**src/hdl/cjk_pkg.sv**
```systemverilog
// ---------------------------------------------------------------------------
// cjk_pkg: shared types and constants of the CJK to MULE converter
// Encoding and character kind codes, charset bytes and the burst record
// that travels from the front end to the output serializer.
// ---------------------------------------------------------------------------
package cjk_pkg;

   // most bytes one source byte can cause (four for a CNS plane char + terminator)
   localparam int BURST_MAX   = 5;
   localparam int BURST_CNT_W = $clog2(BURST_MAX + 1);
   localparam int BURST_IDX_W = $clog2(BURST_MAX);

   // burst queue
   localparam int QUEUE_DEPTH = 4;
   localparam int QUEUE_PTR_W = $clog2(QUEUE_DEPTH);
   localparam int QUEUE_CNT_W = $clog2(QUEUE_DEPTH + 1);

   // source encodings selected by the mode register
   typedef enum logic [2:0] {
      ENC_SJIS   = 3'd0,
      ENC_EUC_JP = 3'd1,
      ENC_EUC_KR = 3'd2,
      ENC_EUC_CN = 3'd3,
      ENC_EUC_TW = 3'd4,
      ENC_LATIN1 = 3'd5,
      ENC_RSVD6  = 3'd6,
      ENC_RSVD7  = 3'd7
   } encoding_type;

   // kind of the multibyte character in progress
   typedef enum logic [2:0] {
      KIND_SJIS  = 3'd0,
      KIND_KANA  = 3'd1,
      KIND_X0212 = 3'd2,
      KIND_X0208 = 3'd3,
      KIND_KR    = 3'd4,
      KIND_CN    = 3'd5,
      KIND_TW2   = 3'd6,
      KIND_TW4   = 3'd7
   } kind_type;

   // leading charset bytes
   localparam logic [7:0] LC_LATIN1  = 8'h81;
   localparam logic [7:0] LC_KANA    = 8'h89;
   localparam logic [7:0] LC_GB2312  = 8'h91;
   localparam logic [7:0] LC_X0208   = 8'h92;
   localparam logic [7:0] LC_KSC5601 = 8'h93;
   localparam logic [7:0] LC_X0212   = 8'h94;
   localparam logic [7:0] LC_CNS1    = 8'h95;
   localparam logic [7:0] LC_CNS2    = 8'h96;
   localparam logic [7:0] LC_PRIV    = 8'h9d;
   // plane byte = plane - 0xa3 + 0xf6, i.e. plane + 0x53 modulo 256
   localparam logic [7:0] PLANE_OFS  = 8'h53;

   // source byte values
   localparam logic [7:0] SS2        = 8'h8e;
   localparam logic [7:0] SS3        = 8'h8f;
   localparam logic [7:0] PLANE1     = 8'ha1;
   localparam logic [7:0] PLANE2     = 8'ha2;
   localparam logic [7:0] KANA_LO    = 8'ha1;
   localparam logic [7:0] KANA_HI    = 8'hdf;
   localparam logic [7:0] ASCII_MAX  = 8'h7f;
   localparam logic [7:0] SJIS_SPLIT = 8'h9e;
   localparam logic [7:0] SJIS_HI_OF = 8'h9f;
   localparam logic [7:0] SJIS_LO_A  = 8'h02;
   localparam logic [7:0] SJIS_LO_B  = 8'h60;
   localparam logic [7:0] SJIS_GAP   = 8'h80;

   // result bytes caused by one accepted source byte
   typedef struct packed {
      logic [BURST_MAX-1:0][7:0] bytes;
      logic [BURST_CNT_W-1:0]    count;   // 1 .. BURST_MAX
      logic                      term;    // last byte is the string terminator
   } burst_type;

endpackage

```
**src/hdl/cjk_if.sv**
```systemverilog
// ---------------------------------------------------------------------------
// cjk_req_if / cjk_rsp_if: valid/ready channels of the converter
// Source byte channel and MULE byte channel, each with both modports.
// ---------------------------------------------------------------------------
interface cjk_req_if;
   logic       valid;
   logic       ready;
   logic [7:0] data_byte;
   logic       last_byte;

   modport source (output valid, output data_byte, output last_byte, input ready);
   modport sink   (input valid, input data_byte, input last_byte, output ready);
endinterface

interface cjk_rsp_if;
   logic       valid;
   logic       ready;
   logic [7:0] mic_byte;
   logic       run_last;
   logic       string_end;

   modport source (output valid, output mic_byte, output run_last, output string_end,
                   input ready);
   modport sink   (input valid, input mic_byte, input run_last, input string_end,
                   output ready);
endinterface

```
**src/hdl/cjk_front.sv**
```systemverilog
// ---------------------------------------------------------------------------
// cjk_front: byte classifier and character assembler
// Holds the mode register and the partial character, and turns each
// accepted source byte into a burst of MULE internal code bytes.
// ---------------------------------------------------------------------------
module cjk_front
   import cjk_pkg::*;
(
   input  logic       clock,
   input  logic       reset,
   input  logic       csr_write_enable,
   input  logic [2:0] csr_write_data,
   input  logic       in_valid,
   input  logic [7:0] in_byte,
   input  logic       in_last,
   input  logic       space_ok,
   output logic       in_ready,
   output logic       push,
   output burst_type  burst
);

   encoding_type encoding_ff;
   logic [1:0]   pending_count_ff, pending_count_in;
   kind_type     char_kind_ff, char_kind_in;
   logic [7:0]   first_held_ff, first_held_in;
   logic [7:0]   second_held_ff, second_held_in;

   logic         transfer;

   assign in_ready = space_ok;
   assign transfer = in_valid && space_ok;

   // classify the byte, build the burst and the next character state
   always_comb begin
      logic [3:0][7:0] cb;       // character bytes
      logic [2:0]      cn;       // number of character bytes
      logic            gt;
      logic [7:0]      hi;
      logic [7:0]      lo;
      logic            close;

      cb               = '0;
      cn               = 3'd0;
      pending_count_in = pending_count_ff;
      char_kind_in     = char_kind_ff;
      first_held_in    = first_held_ff;
      second_held_in   = second_held_ff;

      // SJIS kanji remap
      gt = (in_byte > SJIS_SPLIT);
      hi = {1'b0, first_held_ff[5:0], 1'b0} + SJIS_HI_OF + {7'd0, gt};
      lo = in_byte + (gt ? SJIS_LO_A : SJIS_LO_B) + {7'd0, (in_byte < SJIS_GAP)};

      if (in_byte != 8'd0) begin
         if (pending_count_ff == 2'd0) begin
            // lead byte
            unique case (encoding_ff) inside
               ENC_SJIS: begin
                  if (in_byte >= KANA_LO && in_byte <= KANA_HI) begin
                     cb[0] = LC_KANA; cb[1] = in_byte; cn = 3'd2;
                  end else if (in_byte > ASCII_MAX) begin
                     char_kind_in = KIND_SJIS; first_held_in = in_byte;
                     pending_count_in = 2'd1;
                  end else begin
                     cb[0] = in_byte; cn = 3'd1;
                  end
               end
               ENC_EUC_JP: begin
                  if (in_byte == SS2) begin
                     char_kind_in = KIND_KANA; first_held_in = 8'd0;
                     pending_count_in = 2'd1;
                  end else if (in_byte == SS3) begin
                     char_kind_in = KIND_X0212; first_held_in = 8'd0;
                     pending_count_in = 2'd1;
                  end else if (in_byte[7]) begin
                     char_kind_in = KIND_X0208; first_held_in = in_byte;
                     pending_count_in = 2'd1;
                  end else begin
                     cb[0] = in_byte; cn = 3'd1;
                  end
               end
               ENC_EUC_KR, ENC_EUC_CN: begin
                  if (in_byte[7]) begin
                     char_kind_in = (encoding_ff == ENC_EUC_KR) ? KIND_KR : KIND_CN;
                     first_held_in = in_byte;
                     pending_count_in = 2'd1;
                  end else begin
                     cb[0] = in_byte; cn = 3'd1;
                  end
               end
               ENC_EUC_TW: begin
                  if (in_byte == SS2) begin
                     char_kind_in = KIND_TW4; first_held_in = 8'd0;
                     pending_count_in = 2'd1;
                  end else if (in_byte[7]) begin
                     char_kind_in = KIND_TW2; first_held_in = in_byte;
                     pending_count_in = 2'd1;
                  end else begin
                     cb[0] = in_byte; cn = 3'd1;
                  end
               end
               default: begin
                  // Latin-1 and the unused codes
                  if (in_byte > ASCII_MAX) begin
                     cb[0] = LC_LATIN1; cb[1] = in_byte; cn = 3'd2;
                  end else begin
                     cb[0] = in_byte; cn = 3'd1;
                  end
               end
            endcase
         end else begin
            // trailing byte of the character in progress
            pending_count_in = 2'd0;
            unique case (char_kind_ff)
               KIND_SJIS: begin
                  cb[0] = LC_X0208; cb[1] = hi; cb[2] = lo; cn = 3'd3;
               end
               KIND_KANA: begin
                  cb[0] = LC_KANA; cb[1] = in_byte; cn = 3'd2;
               end
               KIND_X0212: begin
                  if (pending_count_ff == 2'd1) begin
                     first_held_in = in_byte; pending_count_in = 2'd2;
                  end else begin
                     cb[0] = LC_X0212; cb[1] = first_held_ff; cb[2] = in_byte; cn = 3'd3;
                  end
               end
               KIND_X0208: begin
                  cb[0] = LC_X0208; cb[1] = first_held_ff; cb[2] = in_byte; cn = 3'd3;
               end
               KIND_KR: begin
                  cb[0] = LC_KSC5601; cb[1] = first_held_ff; cb[2] = in_byte; cn = 3'd3;
               end
               KIND_CN: begin
                  cb[0] = LC_GB2312; cb[1] = first_held_ff; cb[2] = in_byte; cn = 3'd3;
               end
               KIND_TW2: begin
                  cb[0] = LC_CNS1; cb[1] = first_held_ff; cb[2] = in_byte; cn = 3'd3;
               end
               KIND_TW4: begin
                  if (pending_count_ff == 2'd1) begin
                     first_held_in = in_byte; pending_count_in = 2'd2;
                  end else if (pending_count_ff == 2'd2) begin
                     second_held_in = in_byte; pending_count_in = 2'd3;
                  end else if (first_held_ff == PLANE1) begin
                     cb[0] = LC_CNS1; cb[1] = second_held_ff; cb[2] = in_byte; cn = 3'd3;
                  end else if (first_held_ff == PLANE2) begin
                     cb[0] = LC_CNS2; cb[1] = second_held_ff; cb[2] = in_byte; cn = 3'd3;
                  end else begin
                     cb[0] = LC_PRIV; cb[1] = first_held_ff + PLANE_OFS;
                     cb[2] = second_held_ff; cb[3] = in_byte; cn = 3'd4;
                  end
               end
               default: begin
                  cn = 3'd0;
               end
            endcase
         end
      end

      // end of string: drop any partial char, append terminator
      close = (in_byte == 8'd0) || in_last;
      if (close) begin
         pending_count_in = 2'd0;
         char_kind_in     = KIND_SJIS;
         first_held_in    = 8'd0;
         second_held_in   = 8'd0;
      end

      burst.bytes = {8'd0, cb};
      burst.count = BURST_CNT_W'(cn) + BURST_CNT_W'(close);
      burst.term  = close;
   end

   assign push = transfer && (burst.count != '0);

   // mode register
   always_ff @(posedge clock) begin
      if (reset) begin
         encoding_ff <= ENC_SJIS;
      end else if (csr_write_enable) begin
         encoding_ff <= encoding_type'(csr_write_data);
      end
   end

   // character state
   always_ff @(posedge clock) begin
      if (reset) begin
         pending_count_ff <= 2'd0;
         char_kind_ff     <= KIND_SJIS;
         first_held_ff    <= 8'd0;
         second_held_ff   <= 8'd0;
      end else if (transfer) begin
         pending_count_ff <= pending_count_in;
         char_kind_ff     <= char_kind_in;
         first_held_ff    <= first_held_in;
         second_held_ff   <= second_held_in;
      end
   end

endmodule

```
**src/hdl/cjk_queue.sv**
```systemverilog
// ---------------------------------------------------------------------------
// cjk_queue: burst queue between front end and serializer
// Small register FIFO of burst records; head is read straight from storage.
// ---------------------------------------------------------------------------
module cjk_queue
   import cjk_pkg::*;
(
   input  logic      clock,
   input  logic      reset,
   input  logic      push,
   input  burst_type push_data,
   input  logic      pop,
   output logic      not_full,
   output logic      not_empty,
   output burst_type head
);

   burst_type              entry_ff [QUEUE_DEPTH];
   logic [QUEUE_PTR_W-1:0] wr_ptr_ff, rd_ptr_ff;
   logic [QUEUE_CNT_W-1:0] count_ff;

   assign not_full  = (count_ff != QUEUE_CNT_W'(QUEUE_DEPTH));
   assign not_empty = (count_ff != '0);
   assign head      = entry_ff[rd_ptr_ff];

   // storage
   always_ff @(posedge clock) begin
      if (push) begin
         entry_ff[wr_ptr_ff] <= push_data;
      end
   end

   // pointers and fill count
   always_ff @(posedge clock) begin
      if (reset) begin
         wr_ptr_ff <= '0;
         rd_ptr_ff <= '0;
         count_ff  <= '0;
      end else begin
         if (push) wr_ptr_ff <= wr_ptr_ff + 1'b1;
         if (pop)  rd_ptr_ff <= rd_ptr_ff + 1'b1;
         count_ff <= count_ff + QUEUE_CNT_W'(push) - QUEUE_CNT_W'(pop);
      end
   end

endmodule

```
**src/hdl/cjk_back.sv**
```systemverilog
// ---------------------------------------------------------------------------
// cjk_back: burst serializer
// Walks the head burst one byte per transfer and pops it after its last byte.
// ---------------------------------------------------------------------------
module cjk_back
   import cjk_pkg::*;
(
   input  logic           clock,
   input  logic           reset,
   input  logic           head_valid,
   input  burst_type      head,
   output logic           pop,
   cjk_rsp_if.source      rsp_if
);

   logic [BURST_IDX_W-1:0] idx_ff, idx_in;
   logic                   at_last;
   logic                   transfer;

   assign at_last  = (BURST_CNT_W'(idx_ff) + 1'b1 == head.count);
   assign transfer = rsp_if.valid && rsp_if.ready;
   assign pop      = transfer && at_last;

   // output byte straight from the queue head
   assign rsp_if.valid      = head_valid;
   assign rsp_if.mic_byte   = head.bytes[idx_ff];
   assign rsp_if.run_last   = at_last;
   assign rsp_if.string_end = at_last && head.term;

   // byte index within the head burst
   always_comb begin
      idx_in = idx_ff;
      if (transfer) begin
         idx_in = at_last ? '0 : idx_ff + 1'b1;
      end
   end

   always_ff @(posedge clock) begin
      if (reset) begin
         idx_ff <= '0;
      end else begin
         idx_ff <= idx_in;
      end
   end

endmodule

```
**src/hdl/cjk_to_mule_internal_converter.sv**
```systemverilog
// ---------------------------------------------------------------------------
// cjk_to_mule_internal_converter: SJIS/EUC/Latin-1 to MULE internal code
// Front end assembles characters, a burst queue decouples it from the
// byte serializer that drives the result channel.
// ---------------------------------------------------------------------------
//  channel  dir  payload                                 transfer when
//  req_if   in   data_byte[7:0], last_byte               valid && ready
//  rsp_if   out  mic_byte[7:0], run_last, string_end     valid && ready
//  csr_*    in   csr_write_data[2:0] (source encoding)   csr_write_enable
//
//  One source byte is taken per cycle while the four-entry burst queue has
//  room; each byte's results (up to five) leave one per cycle while rsp_if is
//  ready, so output bandwidth of one byte per cycle sets the sustained rate.
//  Reset is synchronous; it empties the queue and clears the character.
//  The input stalls only when the queue is full; the output stalls freely.
// ---------------------------------------------------------------------------
module cjk_to_mule_internal_converter
   import cjk_pkg::*;
(
   input  logic       clock,
   input  logic       reset,
   input  logic       csr_write_enable,
   input  logic [2:0] csr_write_data,
   cjk_req_if.sink    req_if,
   cjk_rsp_if.source  rsp_if
);

   logic      push;
   logic      pop;
   logic      not_full;
   logic      not_empty;
   burst_type push_burst;
   burst_type head_burst;

   cjk_front u_front (
      .clock            (clock),
      .reset            (reset),
      .csr_write_enable (csr_write_enable),
      .csr_write_data   (csr_write_data),
      .in_valid         (req_if.valid),
      .in_byte          (req_if.data_byte),
      .in_last          (req_if.last_byte),
      .space_ok         (not_full),
      .in_ready         (req_if.ready),
      .push             (push),
      .burst            (push_burst)
   );

   cjk_queue u_queue (
      .clock     (clock),
      .reset     (reset),
      .push      (push),
      .push_data (push_burst),
      .pop       (pop),
      .not_full  (not_full),
      .not_empty (not_empty),
      .head      (head_burst)
   );

   cjk_back u_back (
      .clock      (clock),
      .reset      (reset),
      .head_valid (not_empty),
      .head       (head_burst),
      .pop        (pop),
      .rsp_if     (rsp_if)
   );

endmodule

```
**src/flat_wrapper.sv**
```systemverilog
// flat-port wrapper written by rule: the top's interface ports become plain ports
module cjk_to_mule_internal_converter_flat import cjk_pkg::*;
  (clock, reset, csr_write_enable, csr_write_data, req_if_valid, req_if_data_byte, req_if_last_byte, req_if_ready, rsp_if_valid, rsp_if_mic_byte, rsp_if_run_last, rsp_if_string_end, rsp_if_ready);
  cjk_req_if req_if_i ();
  cjk_rsp_if rsp_if_i ();
  input  logic clock;
  input  logic reset;
  input  logic csr_write_enable;
  input  logic [2:0] csr_write_data;
  input wire logic [$bits(req_if_i.valid)-1:0] req_if_valid;
  input wire logic [$bits(req_if_i.data_byte)-1:0] req_if_data_byte;
  input wire logic [$bits(req_if_i.last_byte)-1:0] req_if_last_byte;
  output wire logic [$bits(req_if_i.ready)-1:0] req_if_ready;
  output wire logic [$bits(rsp_if_i.valid)-1:0] rsp_if_valid;
  output wire logic [$bits(rsp_if_i.mic_byte)-1:0] rsp_if_mic_byte;
  output wire logic [$bits(rsp_if_i.run_last)-1:0] rsp_if_run_last;
  output wire logic [$bits(rsp_if_i.string_end)-1:0] rsp_if_string_end;
  input wire logic [$bits(rsp_if_i.ready)-1:0] rsp_if_ready;
  assign req_if_i.valid = req_if_valid;
  assign req_if_i.data_byte = req_if_data_byte;
  assign req_if_i.last_byte = req_if_last_byte;
  assign req_if_ready = req_if_i.ready;
  assign rsp_if_valid = rsp_if_i.valid;
  assign rsp_if_mic_byte = rsp_if_i.mic_byte;
  assign rsp_if_run_last = rsp_if_i.run_last;
  assign rsp_if_string_end = rsp_if_i.string_end;
  assign rsp_if_i.ready = rsp_if_ready;
  cjk_to_mule_internal_converter u_core (.clock(clock), .reset(reset), .csr_write_enable(csr_write_enable), .csr_write_data(csr_write_data), .req_if(req_if_i), .rsp_if(rsp_if_i));
endmodule
```
**config.mk**
```make
export PLATFORM = sky130hd
export DESIGN_NAME = cjk_to_mule_internal_converter_flat
export DESIGN_NICKNAME = d
export VERILOG_FILES = /design/src/hdl/cjk_pkg.sv /design/src/hdl/cjk_if.sv /design/src/hdl/cjk_front.sv /design/src/hdl/cjk_queue.sv /design/src/hdl/cjk_back.sv /design/src/hdl/cjk_to_mule_internal_converter.sv /design/src/flat_wrapper.sv
export SDC_FILE = /design/constraint.sdc
export NUM_CORES = 1
export LEC_CHECK = 0
export BUFFER_PORTS_ARGS = -buffer_cell sky130_fd_sc_hd__buf_2
export CORE_ASPECT_RATIO = 1.75
export CORE_MARGIN = 3
export CORE_UTILIZATION = 30
export DETAILED_ROUTE_END_ITERATION = 8
export GPL_TIMING_DRIVEN = 1
export PLACE_DENSITY_LB_ADDON = 0.12
export SYNTH_ARGS = -nofsm -noshare
export SYNTH_HDL_FRONTEND = slang
export SYNTH_SLANG_ARGS = --single-unit
export TNS_END_PERCENT = 50
```
**constraint.sdc**
```tcl
create_clock -name clock -period 6 [get_ports clock]
set_clock_uncertainty 0.15 [all_clocks]
set_input_delay 1.5 -clock clock [delete_from_list [all_inputs] [get_ports clock]]
set_output_delay 1.5 -clock clock [all_outputs]
set_load 0.005 [all_outputs]
```
==> flow_metrics.py, run 1 <==
metrics = {
    "status": {
        "outcome": "finished, final reports clean",
    },
    "cells_and_area": {
        "fin_cells": 1104,
        "stdcell_area_um2": 10110,
        "n_antenna_cell": 0,
        "fillers": 2942,
        "nets": 749,
        "area_delta_synth_final_pct": 11.95,
        "seq_area_um2": 5047,
        "utilization": 0.3427,
        "layout-drive-gt1-share": 0.1953,
        "multiInputGateArea_um2": 3674,
    },
    "setup_path": {
        "cpPeakStageDelay_ns": 0.41,
        "critPathKind": "primary input to flop",
        "slowest_stage": "or3_1",
        "worstPathArrival_ns": 5.06,
        "rr_worst_depth": 20,
        "crit_required_ns": 6.14,
        "cp_max_fo": 16,
        "cp_common_cell": "nor2_1",
        "crit_chain": "buf_2 > or3_1 > nor3_1 > nor3_1 > or2_2 > nor2_1 > nor2_1 > ha_1 > nor2_1 > a31oi_4 > inv_1 > ha_1 > inv_1 > ha_1 > fa_1 > xnor2_1 > nor2_1",
        "rrSetupSlack_ns": 1.43,
        "critPathLaunchType": "primary input",
        "r2r_end": "u_core.u_queue.count_ff[2]$_SDFF_PP0_",
        "timing.rr.start": "u_core.u_front.first_held_ff[1]$_SDFFE_PP0P_",
        "cp-end-kind": "flop",
    },
    "global_routing": {
        "grt_antenna_before_repair": 0,
        "track_usage": 0.1578,
        "grt_pass1_wl_mm": 37.38,
        "overflow": 0,
        "grt_max_degree": 37,
        "grt_pass1_vias": 6177,
    },
    "clock_tree": {
        "insertion_delay_ns": 0.43,
        "cts.root.buffer_cell": "clkbuf_16",
        "cts.clk_slew.worst_paths_ns": 0.07,
        "cts.htree.levels": 4,
        "clock-sinks": 180,
        "ctsResizeCount": 0,
        "cts_setup_buffers": 0,
        "cts_tree": "built",
        "cts_made_buffers": 17,
        "cts_buffer_depth": 2,
        "hold_buffers": 0,
    },
    "routing": {
        "drt_pass1_iterations": 6,
        "vias_per_cell": 5.311,
        "wire_per_inst_um": 22.11,
        "wirelength_mm": 24.41,
        "drt_iter0_drc": 336,
        "drc": 0,
        "num_vias": 5863,
        "postRouteAntennaNets": 0,
    },
    "power_and_ir_drop": {
        "p_leak_nw": 3.360,
        "ir_worst_vdd_mv": 0.1873,
        "powerDensity_nw_per_um2": 333.9,
        "power_mw": 3.375,
    },
    "timing": {
        "period_minus_slack_ns": 4.911,
        "maxSlewViolCount": 0,
        "rsz0062_at_grt": "false",
        "hold_slack_ns": 0.3341,
        "final.setup.worst_slack_ns": 1.089,
        "timing.final.crit_share": 0.8185,
        "finalSetupTns_ns": 0,
        "fmax_mhz": 203.6,
        "setup-violations-final": 0,
        "worst_pin_slew_ns": 0.8779,
        "slew_headroom": 0.4139,
        "hold_viol_final": 0,
    },
    "flow_run": {
        "cap_viol_max_count": 0,
    },
    "placed_design": {
        "placed_area_um2": 9565,
        "dp.cells": 1072,
        "hpwl_mm": 17.17,
        "preCtsSetupSlack_ns": 0.6453,
        "portBuffers": 28,
        "place.gp.congestion": 0.8958,
    },
    "synthesis": {
        "ys.flop_type": "edfxtp_1",
        "yosysTopAreaCell": "edfxtp_1",
        "synth.avg_cell_area_um2": 13.01,
        "ys_seq_area_frac": 0.5588,
        "yosysWarnings": 0,
        "async_reset_ff_frac": 0,
        "ys_ff_latch": 180,
        "synth_area_leaders": "edfxtp_1, mux4_2, dfxtp_1, ha_1, a21oi_1",
        "postSynthCellCount": 694,
        "yosysUniqueCellTypes": 79,
        "syn-cell-area_um2": 9027,
        "netlist.area_leader.share": 0.4790,
        "synth_edf_count": 144,
        "syn-num-nets": 734,
    },
    "floorplanning": {
        "chipWidth_um": 137.1,
        "row_count": 83,
        "dieArea_um2": 32290,
        "ioPinCount": 29,
        "initial_utilization": 0.3061,
        "die_height_um": 235.5,
        "coreArea_um2": 29490,
    },
    "hold_path": {
        "min_to": "u_core.u_front.second_held_ff[6]$_SDFFE_PP0P_",
        "hold_path.startpoint": "u_core.u_front.second_held_ff[6]$_SDFFE_PP0P_",
        "hold_path_class": "flop to flop",
        "hold_depth": 2,
    },
}
## critical path, delay by kind of cell
| family | cells | cell delay, ns |
|---|---|---|
| AO/OA/AOI/OAI | 1 | 0.27 |
| XOR/XNOR | 1 | 0.17 |
| adder cells (fa/ha/maj) | 4 | 1.19 |
| buffers and inverters | 3 | 0.33 |
| AND/OR/NAND/NOR | 8 | 1.57 |
## power by group
group,internal (mW),total [mW],switching [mW]
clock network,0.566,1.03,0.466
logic,0.335,0.753,0.418
registers,1.52,1.59,0.0741
## flip-flops by register name, indices dropped and copies added, names as in the netlist, named ones only
register,cells
u_core.u_front.encoding_ff,3
u_core.u_queue.entry_ff,144
u_core.u_front.second_held_ff,8
u_core.u_front.first_held_ff,8
u_core.u_queue.rd_ptr_ff,2
u_core.u_queue.wr_ptr_ff,2
u_core.u_front.char_kind_ff,3
u_core.u_front.pending_count_ff,2
u_core.u_back.idx_ff,3
u_core.u_queue.count_ff,3
## layer usage
metal | global-route usage | up-vias | wire length (um)
li1 | - | 2697 | -
met2 | 0.2815 | 159 | 13390
met5 | 0 | - | 0
met3 | 0.03037 | 56 | 793
met4 | 0.08475 | 0 | 1204
met1 | 0.1726 | 2951 | 9022
## area by class of cell
cell class	instances	share of cell area
clock buffers	18	0.04247
well taps	382	0.04729
repair buffers	42	0.02674
clock inverters	14	0.01102
inverters	25	0.009533
flip-flops and latches	180	0.4994
multi-input cells	443	0.3635
## cell usage in the layout (no fill, tap or decap), types with 4 or more instances in the layout
master      synthesis  routed
a21oi_1            39      39
mux2i_1             9       9
clkinv_1            2       6
xnor2_1            15      15
or2_2               4       4
a222oi_1            4       4
clkbuf_16           0      17
a221o_1             4       4
a21o_1              6       6
buf_4               2      12
a221oi_1           11      11
nor3_1             12      12
xor2_1              7       7
and3_1             13      13
and2_1              9       5
o21a_1              7       7
nand4_1             4       4
nand2b_1           13      13
nand3b_1            7       7
nor2b_1            11      11
o2bb2ai_1           7       7
mux4_2             42      42
edfxtp_1          144     144
a31oi_1             8       8
and2_2              0       4
buf_2              10      28
o21ai_0            18      18
nand3_1            13      13
dfxtp_1            36      34
inv_1              22      22
clkinvlp_4          0       4
nand2_1            48      48
or3_1              10      10
nor2_1             44      44
ha_1               21      21
## Yosys cell counts (all sizes together), types with 10 or more instances
cell type and n:
a21oi 39, a221oi 11, and3 13, buf 19, clkbuf 27, dfxtp 36, edfxtp 144, ha 21
inv 23, mux4 42, nand2 49, nand2b 13, nand3 13, nor2 45, nor2b 11, nor3 14
o21ai 19, or3 10, xnor2 16
## cell families (layout without fill, tap and decap cells)
kind of cell	after synthesis	count (layout)	synth area share
buffers and inverters	71	99	0.03479
AO/OA/AOI/OAI	135	135	0.1092
multiplexers	54	54	0.1185
AND/OR/NAND/NOR	208	208	0.1220
adder cells (fa/ha/maj)	23	23	0.03354
flip-flops	180	180	0.5588
XOR/XNOR	23	23	0.02315
## how the worst max path moves through the flow
| stage | depth (start not counted) | start | slack (ns) | end |
|---|---|---|---|---|
| after detailed placement | 17 | req_if_data_byte[1] | 0.65 | u_core.u_queue.count_ff[2]$_SDFF_PP0_ |
| final | 17 | req_if_data_byte[1] | 1.09 | u_core.u_queue.count_ff[2]$_SDFF_PP0_ |
| after global placement | 17 | req_if_data_byte[1] | 0.72 | u_core.u_queue.count_ff[2]$_SDFF_PP0_ |
| after floorplan | 10 | req_if_data_byte[0] | 1.11 | u_core.u_queue.entry_ff[0][0]$_DFFE_PP_ |
| after CTS | 17 | req_if_data_byte[1] | 1.12 | u_core.u_queue.count_ff[2]$_SDFF_PP0_ |
| after global routing | 18 | req_if_data_byte[1] | 0.80 | u_core.u_queue.count_ff[2]$_SDFF_PP0_ |
Power figures use the tool's default switching activity.
==> inputs of run 2 (changes only) <==
--- a/config.mk
+++ b/config.mk
@@ -5,6 +5,7 @@
 export SDC_FILE = /design/constraint.sdc
 export NUM_CORES = 1
 export LEC_CHECK = 0
+export ABC_AREA = 1
 export BUFFER_PORTS_ARGS = -buffer_cell sky130_fd_sc_hd__buf_2
 export CORE_ASPECT_RATIO = 1.75
 export CORE_MARGIN = 3
==> constraint.sdc (replaced) <==
create_clock -name clock -period 4.8 [get_ports clock]
set_clock_uncertainty 0.15 [all_clocks]
set_input_delay 1.2 -clock clock [delete_from_list [all_inputs] [get_ports clock]]
set_output_delay 1.2 -clock clock [all_outputs]
set_load 0.005 [all_outputs]
==> flow_metrics.py, run 2 <==
metrics = {
    "status": {
        "outcome": "finished, final reports clean",
    },
    "synthesis": {
        "ys.flop_type": "edfxtp_1",
        "ys_seq_area_frac": 0.5346,
        "synth_common_cells": "nand2_1, nor2_1, edfxtp_1",
        "postSynthCellCount": 1046,
        "netlist.area_leader.share": 0.4582,
        "synth_most_common_cell": "nand2_1",
        "ys_ff_latch": 180,
        "yosysWarnings": 0,
        "synth_edf_count": 144,
        "yosysTopAreaCell": "edfxtp_1",
        "syn-num-nets": 1086,
        "synth.avg_cell_area_um2": 9.022,
        "synth_area_leaders": "edfxtp_1, dfxtp_1, nand2_1, nor2_1, o21ai_0",
        "async_reset_ff_frac": 0,
        "syn-cell-area_um2": 9437,
        "yosysUniqueCellTypes": 46,
    },
    "clock_tree": {
        "cts_made_buffers": 17,
        "clock-sinks": 180,
        "cts_buffer_depth": 2,
        "insertion_delay_ns": 0.44,
        "cts.htree.levels": 4,
        "cts_setup_buffers": 0,
        "cts.clk_slew.worst_paths_ns": 0.07,
        "cts_tree": "built",
        "hold_buffers": 0,
        "ctsResizeCount": 0,
        "cts.root.buffer_cell": "clkbuf_16",
    },
    "setup_path": {
        "timing.rr.start": "u_core.u_front.first_held_ff[1]$_SDFFE_PP0P_",
        "cp-end-kind": "flop",
        "worstPathArrival_ns": 4.24,
        "r2r_end": "u_core.u_queue.count_ff[2]$_SDFF_PP0_",
        "rr_worst_depth": 20,
        "critPathLaunchType": "primary input",
        "cp_max_fo": 9,
        "critPathKind": "primary input to flop",
        "crit_required_ns": 4.97,
        "rrSetupSlack_ns": 0.84,
    },
    "placed_design": {
        "place.gp.congestion": 0.9744,
        "dp.cells": 1445,
        "hpwl_mm": 22.71,
        "portBuffers": 28,
    },
    "timing": {
        "rsz0062_at_grt": "false",
        "hold_slack_ns": 0.3370,
        "fmax_mhz": 246.1,
        "hold_viol_final": 0,
        "worst_pin_slew_ns": 0.9486,
        "maxSlewViolCount": 0,
        "finalSetupTns_ns": 0,
        "timing.final.crit_share": 0.8465,
        "period_minus_slack_ns": 4.063,
        "setup-violations-final": 0,
        "slew_headroom": 0.3669,
    },
    "power_and_ir_drop": {
        "p_leak_nw": 4.162,
        "powerDensity_nw_per_um2": 469.1,
        "ir_worst_vdd_mv": 0.2640,
        "power_mw": 5.007,
    },
    "cells_and_area": {
        "mostFrequentLayoutCell": "nand2_1",
        "biggestRegsByFlops": "u_core.u_queue.entry_ff: 144 flops, u_core.u_front.first_held_ff: 8 flops, u_core.u_front.second_held_ff: 8 flops",
        "area_delta_synth_final_pct": 13.13,
        "layout-drive-gt1-share": 0.1290,
        "utilization": 0.3461,
        "n_antenna_cell": 0,
        "multiInputGateArea_um2": 3797,
        "largest_register": "u_core.u_queue.entry_ff",
        "final_cell_mix": "nand2_1, nor2_1, edfxtp_1",
        "fillers": 3190,
        "nets": 1113,
        "seq_area_um2": 5046,
        "largest_reg_flops": 144,
        "fin_cells": 1476,
    },
    "global_routing": {
        "grt_antenna_before_repair": 0,
        "grt_max_degree": 46,
        "track_usage": 0.1887,
        "overflow": 0,
        "grt_pass1_wl_mm": 47.37,
        "grt_pass1_vias": 7773,
    },
    "routing": {
        "drt_pass1_iterations": 6,
        "postRouteAntennaNets": 0,
        "wirelength_mm": 31.30,
        "drt_iter0_drc": 476,
        "vias_per_cell": 5.169,
        "drc": 0,
        "wire_per_inst_um": 21.21,
        "num_vias": 7629,
    },
    "floorplanning": {
        "row_count": 85,
        "die_height_um": 240.6,
        "chipWidth_um": 140.1,
        "ioPinCount": 29,
        "initial_utilization": 0.3060,
        "dieArea_um2": 33700,
        "coreArea_um2": 30840,
    },
    "hold_path": {
        "hold_depth": 2,
        "hold_path_class": "flop to flop",
        "hold_path.startpoint": "u_core.u_front.second_held_ff[0]$_SDFFE_PP0P_",
        "min_to": "u_core.u_front.second_held_ff[0]$_SDFFE_PP0P_",
    },
    "flow_run": {
        "cap_viol_max_count": 0,
    },
}
[run 2: area by class of cell]
class / count / area share
clock buffer: 19 / 0.04055
inverter: 94 / 0.03340
multi-input combinational: 723 / 0.3557
clock inverter: 12 / 0.01242
tap: 391 / 0.04583
timing repair buffer: 57 / 0.03938
sequential: 180 / 0.4727
[run 2: logic make-up (layout without fill, tap and decap cells)]
kind of cell	Yosys count	count (layout)	synth area share
adders and majority gates	23	23	0.03209
and+or+nand+nor	467	467	0.2220
DFF	180	180	0.5346
AOI/OAI and AO/OA	228	228	0.1398
buffers and inverters	143	182	0.06616
xor gates and xnor gates	5	5	0.005437
[run 2: how the worst max path moves through the flow]
stage                                               from                                       to  slack [ns]  cells after the start
floorplan                            req_if_data_byte[4]  u_core.u_queue.entry_ff[0][0]$_DFFE_PP_       -0.09                     14
global placement                     req_if_data_byte[4]    u_core.u_queue.count_ff[2]$_SDFF_PP0_        0.34                     18
detailed placement                   req_if_data_byte[3]    u_core.u_queue.count_ff[2]$_SDFF_PP0_        0.32                     22
CTS                 u_core.u_back.idx_ff[0]$_SDFFE_PP0P_                        rsp_if_string_end        0.68                      6
global route                         req_if_data_byte[3]    u_core.u_queue.count_ff[2]$_SDFF_PP0_        0.49                     22
finish                               req_if_data_byte[3]    u_core.u_queue.count_ff[2]$_SDFF_PP0_        0.74                     22
[run 2: report_power, final]
part           switching (mW)  internal [mW]  total (mW)
registers              0.0894           1.93        2.02
clock network           0.607          0.766        1.37
logic                    1.10          0.507        1.61
[run 2: stage by stage]
step                      cell area [um^2]  setup slack [ns]
final                                10680            0.7370
after global routing                 10680            0.4883
after CTS                            10680            0.6838
after detailed placement             10110            0.3239
after global placement               10110            0.3397
after floorplan                       9437          -0.08630
[run 2: per-layer routing]
metal / track usage / up-vias / share of wire
met5: 0 / - / 0
met4: 0.1149 / 0 / 0.063
met3: 0.02914 / 77 / 0.024
met2: 0.3536 / 196 / 0.53
met1: 0.1962 / 3680 / 0.38
li1: - / 3676 / -
[run 2: critical path, stage by stage]
cell and delay, ns:
buf_2 0.18, inv_2 0.16, nand2_2 0.09, nor2_4 0.13, nand2_1 0.08, nand3_1 0.11, nand2_1 0.11, nand2_1 0.12
nand2_1 0.09, nand2_2 0.11, a21oi_1 0.06, ha_1 0.25, inv_1 0.06, nand3_1 0.13, nand3_4 0.14, nand2_2 0.06
ha_1 0.27, inv_1 0.04, ha_1 0.20, fa_1 0.38, o21ai_0 0.18, a21oi_1 0.06
==> inputs of run 3 (changes only) <==
==> constraint.sdc (replaced) <==
create_clock -name clock -period 3.45 [get_ports clock]
set_clock_uncertainty 0.15 [all_clocks]
set_input_delay 0.8625 -clock clock [delete_from_list [all_inputs] [get_ports clock]]
set_output_delay 0.8625 -clock clock [all_outputs]
set_load 0.005 [all_outputs]
==> flow_metrics.py, run 3 (same netlist as run 2, synthesis figures left out) <==
metrics = {
    "status": {
        "outcome": "finished, final reports clean",
    },
    "power_and_ir_drop": {
        "ir_worst_vdd_mv": 0.3862,
        "powerDensity_nw_per_um2": 618.6,
        "p_leak_nw": 4.591,
    },
    "routing": {
        "num_vias": 7867,
        "drt_iter0_drc": 442,
        "drt-met1-wl_mm": 11.54,
        "top_layer": "met4",
        "vias_per_cell": 5.040,
        "drc": 0,
        "wirelength_mm": 31.99,
        "drt_pass1_iterations": 4,
        "wl_met3_um": 798,
        "wire_per_inst_um": 20.49,
        "postRouteAntennaNets": 0,
        "met2WireLength_mm": 17.80,
    },
    "cells_and_area": {
        "stdcell_area_um2": 11450,
        "largest_reg_flops": 144,
        "mostFrequentLayoutCell": "nand2_1",
        "largest_register": "u_core.u_queue.entry_ff",
        "final_cell_mix": "nand2_1, nor2_1, edfxtp_1",
        "biggestRegsByFlops": "u_core.u_queue.entry_ff: 144 flops, u_core.u_front.first_held_ff: 8 flops, u_core.u_front.second_held_ff: 8 flops",
        "fin_cells": 1561,
        "layout-drive-gt1-share": 0.2162,
        "nets": 1197,
        "utilization": 0.3712,
        "n_antenna_cell": 0,
        "fillers": 3251,
        "area_delta_synth_final_pct": 21.32,
    },
    "flow_run": {
        "cap_viol_max_count": 0,
    },
    "clock_tree": {
        "cts.root.buffer_cell": "clkbuf_16",
        "cts_setup_buffers": 0,
        "insertion_delay_ns": 0.44,
        "cts_buffer_depth": 2,
        "cts.clk_slew.worst_paths_ns": 0.07,
        "cts_made_buffers": 17,
        "cts_tree": "built",
        "clock-sinks": 180,
        "cts.htree.levels": 4,
    },
    "floorplanning": {
        "coreArea_um2": 30840,
        "ioPinCount": 29,
        "die_height_um": 240.6,
        "dieArea_um2": 33700,
        "initial_utilization": 0.3060,
        "row_count": 85,
        "chipWidth_um": 140.1,
    },
    "timing": {
        "period_minus_slack_ns": 3.272,
        "hold_slack_ns": 0.3540,
        "fmax_mhz": 305.6,
        "maxSlewViolCount": 0,
        "setup-violations-final": 0,
        "rsz0062_at_grt": "false",
        "hold_viol_final": 0,
        "worst_pin_slew_ns": 0.7544,
        "slew_headroom": 0.4965,
        "timing.final.crit_share": 0.9485,
    },
    "setup_path": {
        "crit_required_ns": 3.68,
        "cpPeakStageDelay_ns": 0.51,
        "worstPathArrival_ns": 3.50,
        "cp_max_fo": 4,
        "cp_common_cell": "inv_1",
        "cp-end-kind": "flop",
        "crit_chain": "inv_1 > ha_1 > o21ai_2 > nor2_4 > nand2_2 > nand2_2 > nor2_4 > o21ai_2 > ha_2 > ha_4 > inv_1 > nand3_2 > nand3_4 > nand2_8 > ha_4 > inv_1 > ha_2 > fa_2 > inv_1 > nor2_1",
        "slowest_stage": "fa_2",
        "rrSetupSlack_ns": 0.18,
        "critPathLaunchType": "flop",
        "critPathKind": "flop to flop",
    },
    "hold_path": {
        "hold_path_class": "flop to flop",
    },
    "global_routing": {
        "grt_pass1_vias": 7906,
        "track_usage": 0.1928,
        "grt_pass1_wl_mm": 48.15,
        "overflow": 0,
        "grt_max_degree": 49,
        "grt_antenna_before_repair": 0,
    },
    "placed_design": {
        "portBuffers": 28,
        "place.gp.congestion": 0.9748,
        "placed_area_um2": 10850,
        "hpwl_mm": 24.06,
        "dp.cells": 1529,
    },
}
run 3: final timing paths:
kind / startpoint / end / cells after the start
worst max register to register: u_core.u_front.first_held_ff[0]$_SDFFE_PP0P_ / u_core.u_queue.count_ff[1]$_SDFF_PP0_ / 20
worst max-delay path: u_core.u_front.first_held_ff[0]$_SDFFE_PP0P_ / u_core.u_queue.count_ff[1]$_SDFF_PP0_ / 20
worst min-delay path: u_core.u_queue.rd_ptr_ff[1]$_SDFFE_PP0P_ / flop / 2
worst min register to register: u_core.u_queue.rd_ptr_ff[1]$_SDFFE_PP0P_ / flop / 2
run 3: layout make-up:
cell class,instances,area (um^2),share of cell area
Sequential cell,180,5051,0.4412
Multi-Input combinational cell,723,3921,0.3425
Timing Repair Buffer,141,1075,0.09388
Tap cell,391,489.2,0.04273
Clock buffer,18,429.2,0.03749
Inverter,94,361.6,0.03158
Clock inverter,14,121.4,0.01060
run 3: metal layers:
metal | up-vias | global-route usage
li1 | 3839 | -
met1 | 3776 | 0.1918
met2 | 171 | 0.3767
met3 | 81 | 0.02994
met4 | 0 | 0.1067
met5 | - | 0
run 3: what timing repair did:
| action | CTS | global route |
|---|---|---|
| hold buffers | 0 | 0 |
| pin swaps | 0 | 4 |
| hold endpoints to repair | 0 | 0 |
| setup endpoints to repair | 1 | 7 |
| gates resized for setup | 1 | 18 |
| cloned | 0 | 0 |
run 3: through the flow:
step / setup TNS [ns] / setup slack (ns) / power (mW)
floorplan: -0.2334 / -0.1392 / 4.256
global placement: -1.637 / -0.2580 / 5.305
detailed placement: -3.945 / -0.2866 / 5.308
CTS: 0 / 0.001750 / 7.173
global route: 0 / 0.01294 / 7.538
finish: 0 / 0.1778 / 7.082
run 3: power breakdown:
group	internal, mW	leakage, nW	switching (mW)
Combinational	0.872	2.65	1.58
Clock	0.944	0.268	0.898
Sequential	2.69	1.67	0.101
Total	4.51	4.59	2.57
run 3: worst max-delay path, delay by kind of cell, from the launching register on:
family	cells	cell delay, ns
and+or+nand+nor	8	0.73
adders and majority gates	6	1.49
buffers and inverters	4	0.18
AOI/OAI and AO/OA	2	0.28
DFF	1	0.36
